==> config.mk <==
export PLATFORM = sky130hd
export DESIGN_NAME = tlv_record_parser_flat
export DESIGN_NICKNAME = d
export VERILOG_FILES = /design/src/sv/tlvp_pkg.sv /design/src/sv/tlvp_if.sv /design/src/sv/tlvp_parse_core.sv /design/src/sv/tlv_record_parser.sv /design/src/flat_wrapper.sv
export SDC_FILE = /design/constraint.sdc
export NUM_CORES = 1
export LEC_CHECK = 0
export BUFFER_PORTS_ARGS = -buffer_cell sky130_fd_sc_hd__buf_2
export CAP_MARGIN = 25
export CORE_MARGIN = 1
export CORE_UTILIZATION = 53
export CTS_CLUSTER_DIAMETER = 80
export DETAILED_ROUTE_END_ITERATION = 16
export HOLD_SLACK_MARGIN = 0.03
export MAX_ROUTING_LAYER = met4
export PLACE_DENSITY = 0.7
export SLEW_MARGIN = 20
export SYNTH_ARGS = -nofsm -noshare
export SYNTH_HDL_FRONTEND = slang
export SYNTH_SLANG_ARGS = --single-unit
==> constraint.sdc <==
create_clock -name clk_i -period 5 [get_ports clk_i]
set_clock_uncertainty 0.05 [all_clocks]
set_input_delay 0.75 -clock clk_i [delete_from_list [all_inputs] [get_ports clk_i]]
set_output_delay 0.75 -clock clk_i [all_outputs]
set_load 0.005 [all_outputs]
==> src/sv/tlvp_pkg.sv <==
// Package for the TLV record parser: parse phases, result kinds and the
// result struct passed from the parse core to the output stage.
// No dependencies.
package tlvp_pkg;

  // Parse phase of the byte stream
  typedef enum logic [2:0] {
    PH_HEADER = 3'd0,
    PH_ID_HI  = 3'd1,
    PH_ID_LO  = 3'd2,
    PH_LENGTH = 3'd3,
    PH_VALUE  = 3'd4
  } phase_e;

  // Result kind codes
  localparam logic KIND_HEADER = 1'b0;
  localparam logic KIND_VALUE  = 1'b1;

  // Header byte field position and length accumulator width
  localparam int unsigned HDR_LONG_ID_BIT = 5;
  localparam int unsigned LEN_ACC_W       = 24;

  // One result beat
  typedef struct packed {
    logic                 item_kind;
    logic [1:0]           record_type;
    logic [15:0]          record_ident;
    logic                 ident_is_long;
    logic [LEN_ACC_W-1:0] value_length;
    logic [7:0]           payload_byte;
    logic                 record_end;
  } result_t;

endpackage

==> src/sv/tlvp_if.sv <==
// Handshake interfaces of the TLV record parser: raw byte input channel and
// result output channel. Depends on tlvp_pkg for the length width.
interface tlvp_byte_if;
  logic       valid;
  logic       ready;
  logic [7:0] data_byte;

  modport source (output valid, output data_byte, input ready);
  modport sink   (input valid, input data_byte, output ready);
endinterface

interface tlvp_rec_if;
  logic                          valid;
  logic                          ready;
  logic                          item_kind;
  logic [1:0]                    record_type;
  logic [15:0]                   record_ident;
  logic                          ident_is_long;
  logic [tlvp_pkg::LEN_ACC_W-1:0] value_length;
  logic [7:0]                    payload_byte;
  logic                          record_end;

  modport source (output valid, output item_kind, output record_type,
                  output record_ident, output ident_is_long,
                  output value_length, output payload_byte,
                  output record_end, input ready);
  modport sink   (input valid, input item_kind, input record_type,
                  input record_ident, input ident_is_long,
                  input value_length, input payload_byte,
                  input record_end, output ready);
endinterface

==> src/sv/tlvp_parse_core.sv <==
// Parse core of the TLV record parser: phase state machine, header field
// registers and value byte counter. Depends on tlvp_pkg.
module tlvp_parse_core (
  input  logic              clk_i,
  input  logic              rst_ni,
  input  logic              beat_i,
  input  logic [7:0]        data_byte_i,
  output logic              res_valid_o,
  output tlvp_pkg::result_t res_o
);

  tlvp_pkg::phase_e                  phase_q, phase_d;
  logic [1:0]                        type_q, type_d;
  logic [15:0]                       ident_q, ident_d;
  logic                              long_q, long_d;
  logic [1:0]                        len_left_q, len_left_d;
  logic [tlvp_pkg::LEN_ACC_W-1:0]    acc_q, acc_d;
  logic [tlvp_pkg::LEN_ACC_W-1:0]    val_left_q, val_left_d;
  logic                              finish;

  // State registers, advanced once per accepted byte
  always_ff @(posedge clk_i or negedge rst_ni) begin
    if (!rst_ni) begin
      phase_q    <= tlvp_pkg::PH_HEADER;
      type_q     <= '0;
      ident_q    <= '0;
      long_q     <= 1'b0;
      len_left_q <= '0;
      acc_q      <= '0;
      val_left_q <= '0;
    end else if (beat_i) begin
      phase_q    <= phase_d;
      type_q     <= type_d;
      ident_q    <= ident_d;
      long_q     <= long_d;
      len_left_q <= len_left_d;
      acc_q      <= acc_d;
      val_left_q <= val_left_d;
    end
  end

  // Next state and result for the incoming byte
  always_comb begin
    phase_d     = phase_q;
    type_d      = type_q;
    ident_d     = ident_q;
    long_d      = long_q;
    len_left_d  = len_left_q;
    acc_d       = acc_q;
    val_left_d  = val_left_q;
    finish      = 1'b0;
    res_valid_o = 1'b0;
    res_o       = '0;

    case (phase_q)
      tlvp_pkg::PH_ID_HI: begin
        ident_d = {data_byte_i, 8'h00};
        phase_d = tlvp_pkg::PH_ID_LO;
      end
      tlvp_pkg::PH_ID_LO: begin
        ident_d = {ident_q[15:8], data_byte_i};
        if (len_left_q == 2'd0) begin
          finish = 1'b1;
        end else begin
          acc_d   = '0;
          phase_d = tlvp_pkg::PH_LENGTH;
        end
      end
      tlvp_pkg::PH_LENGTH: begin
        acc_d      = {acc_q[tlvp_pkg::LEN_ACC_W-9:0], data_byte_i};
        len_left_d = len_left_q - 2'd1;
        finish     = (len_left_d == 2'd0);
      end
      tlvp_pkg::PH_VALUE: begin
        val_left_d = val_left_q - {{(tlvp_pkg::LEN_ACC_W-1){1'b0}}, 1'b1};
        if (val_left_d == '0) begin
          phase_d = tlvp_pkg::PH_HEADER;
        end
      end
      default: begin
        // header byte; unused phase codes also land here
        type_d     = data_byte_i[7:6];
        long_d     = data_byte_i[tlvp_pkg::HDR_LONG_ID_BIT];
        len_left_d = data_byte_i[4:3];
        acc_d      = {{(tlvp_pkg::LEN_ACC_W-3){1'b0}}, data_byte_i[2:0]};
        ident_d    = '0;
        val_left_d = '0;
        phase_d    = data_byte_i[tlvp_pkg::HDR_LONG_ID_BIT] ? tlvp_pkg::PH_ID_HI
                                                            : tlvp_pkg::PH_ID_LO;
      end
    endcase

    // Header complete: arm value count, zero length ends the record
    if (finish) begin
      val_left_d = acc_d;
      phase_d    = (acc_d == '0) ? tlvp_pkg::PH_HEADER : tlvp_pkg::PH_VALUE;
    end

    // Result fields reflect the updated header registers
    res_o.record_type   = type_d;
    res_o.record_ident  = ident_d;
    res_o.ident_is_long = long_d;
    res_o.value_length  = acc_d;
    if (finish) begin
      res_valid_o        = 1'b1;
      res_o.item_kind    = tlvp_pkg::KIND_HEADER;
      res_o.payload_byte = 8'h00;
      res_o.record_end   = (acc_d == '0);
    end else if (phase_q == tlvp_pkg::PH_VALUE) begin
      res_valid_o        = 1'b1;
      res_o.item_kind    = tlvp_pkg::KIND_VALUE;
      res_o.payload_byte = data_byte_i;
      res_o.record_end   = (val_left_d == '0);
    end
  end

endmodule

==> src/sv/tlv_record_parser.sv <==
// TLV record parser top level: one byte per beat in, header and value results out.
// Output: a result appears in the output register in the cycle after its byte is taken.
// Throughput: one byte per cycle; the output register is the only stage, and a
// byte is taken whenever that register is empty or is being drained.
// Reset: asynchronous active low; parser returns to expecting a header, output empty.
// Depends on tlvp_pkg, tlvp_if and tlvp_parse_core.
module tlv_record_parser (
  input  logic              clk_i,
  input  logic              rst_ni,
  tlvp_byte_if.sink         byte_i,
  tlvp_rec_if.source        rec_o
);

  logic              beat;
  logic              res_valid;
  tlvp_pkg::result_t res;
  logic              out_valid_q, out_valid_d;
  tlvp_pkg::result_t out_q;

  // Take a byte while the output register can accept a result
  assign byte_i.ready = !out_valid_q || rec_o.ready;
  assign beat         = byte_i.valid && byte_i.ready;

  tlvp_parse_core u_core (
    .clk_i       (clk_i),
    .rst_ni      (rst_ni),
    .beat_i      (beat),
    .data_byte_i (byte_i.data_byte),
    .res_valid_o (res_valid),
    .res_o       (res)
  );

  // Output register valid
  always_comb begin
    out_valid_d = out_valid_q;
    if (rec_o.ready) begin
      out_valid_d = 1'b0;
    end
    if (beat && res_valid) begin
      out_valid_d = 1'b1;
    end
  end

  always_ff @(posedge clk_i or negedge rst_ni) begin
    if (!rst_ni) begin
      out_valid_q <= 1'b0;
    end else begin
      out_valid_q <= out_valid_d;
    end
  end

  // Output payload, no reset needed
  always_ff @(posedge clk_i) begin
    if (beat && res_valid) begin
      out_q <= res;
    end
  end

  assign rec_o.valid         = out_valid_q;
  assign rec_o.item_kind     = out_q.item_kind;
  assign rec_o.record_type   = out_q.record_type;
  assign rec_o.record_ident  = out_q.record_ident;
  assign rec_o.ident_is_long = out_q.ident_is_long;
  assign rec_o.value_length  = out_q.value_length;
  assign rec_o.payload_byte  = out_q.payload_byte;
  assign rec_o.record_end    = out_q.record_end;

endmodule
==> src/flat_wrapper.sv <==
// flat-port wrapper written by rule: the top's interface ports become plain ports
module tlv_record_parser_flat 
  (clk_i, rst_ni, byte_i_valid, byte_i_data_byte, byte_i_ready, rec_o_valid, rec_o_item_kind, rec_o_record_type, rec_o_record_ident, rec_o_ident_is_long, rec_o_value_length, rec_o_payload_byte, rec_o_record_end, rec_o_ready);
  tlvp_byte_if byte_i_i ();
  tlvp_rec_if rec_o_i ();
  input  logic clk_i;
  input  logic rst_ni;
  input wire logic [$bits(byte_i_i.valid)-1:0] byte_i_valid;
  input wire logic [$bits(byte_i_i.data_byte)-1:0] byte_i_data_byte;
  output wire logic [$bits(byte_i_i.ready)-1:0] byte_i_ready;
  output wire logic [$bits(rec_o_i.valid)-1:0] rec_o_valid;
  output wire logic [$bits(rec_o_i.item_kind)-1:0] rec_o_item_kind;
  output wire logic [$bits(rec_o_i.record_type)-1:0] rec_o_record_type;
  output wire logic [$bits(rec_o_i.record_ident)-1:0] rec_o_record_ident;
  output wire logic [$bits(rec_o_i.ident_is_long)-1:0] rec_o_ident_is_long;
  output wire logic [$bits(rec_o_i.value_length)-1:0] rec_o_value_length;
  output wire logic [$bits(rec_o_i.payload_byte)-1:0] rec_o_payload_byte;
  output wire logic [$bits(rec_o_i.record_end)-1:0] rec_o_record_end;
  input wire logic [$bits(rec_o_i.ready)-1:0] rec_o_ready;
  assign byte_i_i.valid = byte_i_valid;
  assign byte_i_i.data_byte = byte_i_data_byte;
  assign byte_i_ready = byte_i_i.ready;
  assign rec_o_valid = rec_o_i.valid;
  assign rec_o_item_kind = rec_o_i.item_kind;
  assign rec_o_record_type = rec_o_i.record_type;
  assign rec_o_record_ident = rec_o_i.record_ident;
  assign rec_o_ident_is_long = rec_o_i.ident_is_long;
  assign rec_o_value_length = rec_o_i.value_length;
  assign rec_o_payload_byte = rec_o_i.payload_byte;
  assign rec_o_record_end = rec_o_i.record_end;
  assign rec_o_i.ready = rec_o_ready;
  tlv_record_parser u_core (.clk_i(clk_i), .rst_ni(rst_ni), .byte_i(byte_i_i), .rec_o(rec_o_i));
endmodule
==> results <==
- The run finished with clean final reports.
- The die footprint is 0.01333 sq mm.
- Of all flip-flops after synthesis, the portion carrying an async set or reset was 57.94%.
- The number of warnings reported in the yosys synthesis log is 0.
- After technology mapping, the gate count stands at 720.
- The sequential share of the synthesized area is 50.12%.
- In this run the power density over the cells is 695.4 mW/mm^2.
- The sum of overflow across all layers after global routing is 0.
- Broken down by cell family, the worst path's largest delay share belongs to simple AND/OR/NAND/NOR gates.
- The startpoint of the worst-slack reg-to-reg timing path is u_core.u_core.val_left_q[0].
- After synthesis, the cell types taking the most area are sky130_fd_sc_hd__dfrtp_1 27%, sky130_fd_sc_hd__edfxtp_1 23%, sky130_fd_sc_hd__nand2_1 8.1%.
- The clock sink total is 126.
- Yosys mapped a number of flops with a built-in enable equal to 53.
- The max-slew headroom at the worst pin is 41.14%.
- The max-slew violation count is 0.
- Hold is met by 0.2169 ns.
- The origin of the worst setup path is u_core.u_core.val_left_q[0].
- The number of nets handed over by synthesis was 736.
- The clock tree from TritonCTS is built.
- Setup repair after global routing left no endpoint under its margin.
- In this run, CTS created clock tree buffers numbering 17.
- The setup check on the worst reg-to-reg path leaves a slack of 1.52 ns.
- After the first detailed-routing iteration, the DRC count stood at 616.
- Counting flops and latches in the post-synthesis netlist gives 126.
- The count of nets left with antenna violations once routing finished came out at 0.
- VDD sags by at most 0.3852 mV.
- The H-tree was split into 4 levels.
- The signal on the critical path passes through inv_1 -> ha_1 -> nor4b_4 -> nand4_4 -> or4_4 -> nand3_1 -> o31ai_1 -> a221o_1 -> or4_4 -> o32ai_2.
- The top cell type's share of synthesized area is 26.78%.
- The final setup violation count is 0.
- CTS placed an instance of sky130_fd_sc_hd__clkbuf_16 at the clock tree root.
- The sort of element at the start of the critical path is a flip-flop.
- The largest net degree at the start of global routing is 74.
- The post-layout net count is 779.
- The number of gates resized after CTS was 0.
- Data on the critical path arrives at its endpoint at 3.68 ns.
- The first detailed-routing pass ran for 5 iterations.
- The delay of the slowest critical-path stage is 0.51 ns.
- The post-synthesis average cell area is 9.473 sq um.
- The total detailed-routing wirelength is 19.80 mm.
- The worst hold-check path type is in -> async.
- Dividing the detail-routed wire length by the instance count gives 20.88 um.
- The first global-routing pass estimated 31.47 mm of wire.
- Max-cap violations in this run came to 0.
- Summing every instance area after synthesis gives 0.006820 sq mm.
- The highest attainable clock frequency is 287.4 MHz.
- For the worst setup path, the data required time is 5.20 ns.
- The number of antenna diodes in the final layout is 0.
- The critical register-to-register path endpoint is u_core.rec_o.record_end.
- The number of buffers and inverters on the critical path is 1.
- The layout overhead on the synthesized area is 15.96%.
- The count of endpoints failing hold in the final timing report was 0.
- The fraction of the cycle the final worst path needs is 69.59%.
- Among the stages of the critical path, the cell type that occurs most often is sky130_fd_sc_hd__or4_4.
- The number of different library cells in the post-synthesis netlist is 74.
- The buffer levels on the longest clock path is 2.
- The most instantiated flip-flop cell in the synthesis netlist is sky130_fd_sc_hd__dfrtp_1.
- In the final timing run, aggregate negative setup slack is 0 ns.
- The die extent in y is 115.4 um.
- For the pin with the worst max-slew slack, the measured transition is 0.8811 ns.
- The number of antenna violations at the first check in global routing came to 0.
- The number of setup buffers added after CTS is 0.
- STA classifies the critical path endpoint as a flip-flop.
- The cell type of the slowest stage on the worst timing path is sky130_fd_sc_hd__nor4b_4.
- The depth of the worst register-to-register path is 10.
- The analysis attributes to cell leakage a power of 3.351 nW.
- In this run the core area contains 41 standard-cell rows.
- The placeable core region is 0.01257 sq mm.
- After clock tree synthesis, the clock-pin slew on the worst setup and hold paths is 0.06 ns.
- The number of global-route vias before repair is 5595.
- Clock latency on the worst-skew pair, taken at its later pin, is 0.42 ns.
- The number of DRC violations after detailed routing is 0.
- The initial core utilization is 54.27%.
- Dividing the detail-routed via count by the number of cells gives 6.250.
- Subtracting the final worst setup slack from the clock period gives 3.479 ns.
- After clock tree synthesis, the flow added hold-fix buffers numbering 0.
- The die boundary width is 115.4 um.
- The count of buffers added on input and output ports is 66.
- The cell taking the most area after synthesis is sky130_fd_sc_hd__dfrtp_1.
- The overall fraction of global-route tracks in use is 33.04%.
- The critical path class is reg -> reg.
- 67 I/O pins were placed.
- Of the cells placed in the final design, the portion with a size suffix greater than 1 is 19.72%.
- Detailed routing inserted a total of 5925 vias.
- The HPWL after detailed placement is 13.24 mm.
- In this run the worst path has a maximum fanout of 8.
- The placer congestion estimate is 0.8823.
-- final cells by class --
class	count	area, sq um
Fill cell	1022	4659
Sequential cell	126	3418
Multi-Input combinational cell	514	3088
Timing Repair Buffer	80	470.5
Clock buffer	22	464.2
Tap cell	172	215.2
Clock inverter	10	162.7
Inverter	24	90.09
-- power by group --
group          total, mW  internal (mW)  switching [mW]  leakage, nW
logic               2.37          0.865            1.50         1.60
registers           1.82           1.48           0.343         1.45
clock network       1.32          0.861           0.454        0.302
-- sequential cells by signal (all words and copies together), names as in the netlist --
register                    count
u_core.rec_o.value_length      24
u_core.u_core.acc_q            24
u_core.u_core.val_left_q       24
u_core.rec_o.record_ident      16
u_core.u_core.ident_q          16
u_core.rec_o.payload_byte       8
u_core.u_core.phase_q           3
u_core.rec_o.record_type        2
u_core.u_core.len_left_q        2
u_core.u_core.type_q            2
u_core.rec_o.ident_is_long      1
u_core.rec_o.item_kind          1
u_core.rec_o.record_end         1
u_core.rec_o.valid              1
u_core.u_core.long_q            1
-- cells in the final DEF (no fill, tap or decap), types with 22 or more instances in the layout --
| cell type | synthesis | layout |
|---|---|---|
| sky130_fd_sc_hd__mux2_2 | 23 | 23 |
| sky130_fd_sc_hd__nand2_1 | 147 | 147 |
| sky130_fd_sc_hd__a21oi_1 | 34 | 34 |
| sky130_fd_sc_hd__nor2_1 | 34 | 34 |
| sky130_fd_sc_hd__dfrtp_1 | 73 | 73 |
| sky130_fd_sc_hd__inv_1 | 23 | 22 |
| sky130_fd_sc_hd__edfxtp_1 | 53 | 53 |
| sky130_fd_sc_hd__buf_2 | 6 | 65 |
| sky130_fd_sc_hd__a22oi_1 | 25 | 25 |
| sky130_fd_sc_hd__o21ai_0 | 69 | 69 |
-- stage by stage --
step | area (sq um) | util [%] | worst slack (ns) | cells | power [mW]
5_1_grt | 7909 | 62.93 | 1.292 | 948 | 5.833
4_1_cts | 7881 | 62.71 | 1.555 | 947 | 5.461
2_1_floorplan | 6820 | - | 1.268 | 720 | 3.403
3_5_place_dp | 7254 | 57.72 | 1.569 | 915 | 4.134
6_report | 7909 | 62.93 | 1.521 | 948 | 5.499
3_3_place_gp | 7254 | 57.72 | 1.644 | 915 | 4.098
-- cell usage after synthesis (6+ instances only) --
cell type                  count
sky130_fd_sc_hd__inv_1        23
sky130_fd_sc_hd__o22ai_1       8
sky130_fd_sc_hd__nand3_1       6
sky130_fd_sc_hd__a21oi_1      34
sky130_fd_sc_hd__nor3_1       11
sky130_fd_sc_hd__nand4_1       8
sky130_fd_sc_hd__o21ai_0      69
sky130_fd_sc_hd__mux2i_1       9
sky130_fd_sc_hd__dfrtp_1      73
sky130_fd_sc_hd__a31oi_1       6
sky130_fd_sc_hd__buf_2         6
sky130_fd_sc_hd__nand2_1     147
sky130_fd_sc_hd__a22oi_1      25
sky130_fd_sc_hd__mux2_2       23
sky130_fd_sc_hd__nor4_1        9
sky130_fd_sc_hd__o21ai_1       6
sky130_fd_sc_hd__nor2_1       34
sky130_fd_sc_hd__clkbuf_1     44
sky130_fd_sc_hd__xnor2_1       6
sky130_fd_sc_hd__and2_1       10
sky130_fd_sc_hd__edfxtp_1     53
sky130_fd_sc_hd__or4_1         6
-- worst reg2reg max path, cell delays in order (launching register included) --
cell	delay [ns]
sky130_fd_sc_hd__dfrtp_1	0.45
sky130_fd_sc_hd__inv_1	0.14
sky130_fd_sc_hd__ha_1	0.30
sky130_fd_sc_hd__nor4b_4	0.51
sky130_fd_sc_hd__nand4_4	0.21
sky130_fd_sc_hd__or4_4	0.46
sky130_fd_sc_hd__nand3_1	0.09
sky130_fd_sc_hd__o31ai_1	0.07
sky130_fd_sc_hd__a221o_1	0.29
sky130_fd_sc_hd__or4_4	0.49
sky130_fd_sc_hd__o32ai_2	0.25
-- cells by family after synthesis --
logic type,after synthesis,share of synthesized area (%)
mux,32,5.118
buf+inv,80,4.623
simple gates,270,19.61
xor+xnor,8,1.027
fa+ha+maj,4,0.7338
flops,126,50.12
compound gates,200,18.77
-- layer usage --
layer  share of wire (%)  GRT usage [%]
met2                  46          47.35
met5                   0              -
met1                  44          44.30
met3                 7.5          8.839
met4                 2.7          13.59
-- how the worst max path moves through the flow --
stage / to / cells after the start / slack [ns]
floorplan: u_core.rec_o.ident_is_long / 10 / 1.27
global placement: u_core.rec_o.record_end / 8 / 1.64
detailed placement: u_core.rec_o.record_end / 10 / 1.57
CTS: u_core.rec_o.record_end / 10 / 1.56
global route: u_core.rec_o.record_end / 10 / 1.29
finish: u_core.rec_o.record_end / 10 / 1.52
No activity file was read; power rests on OpenSTA's default activity.
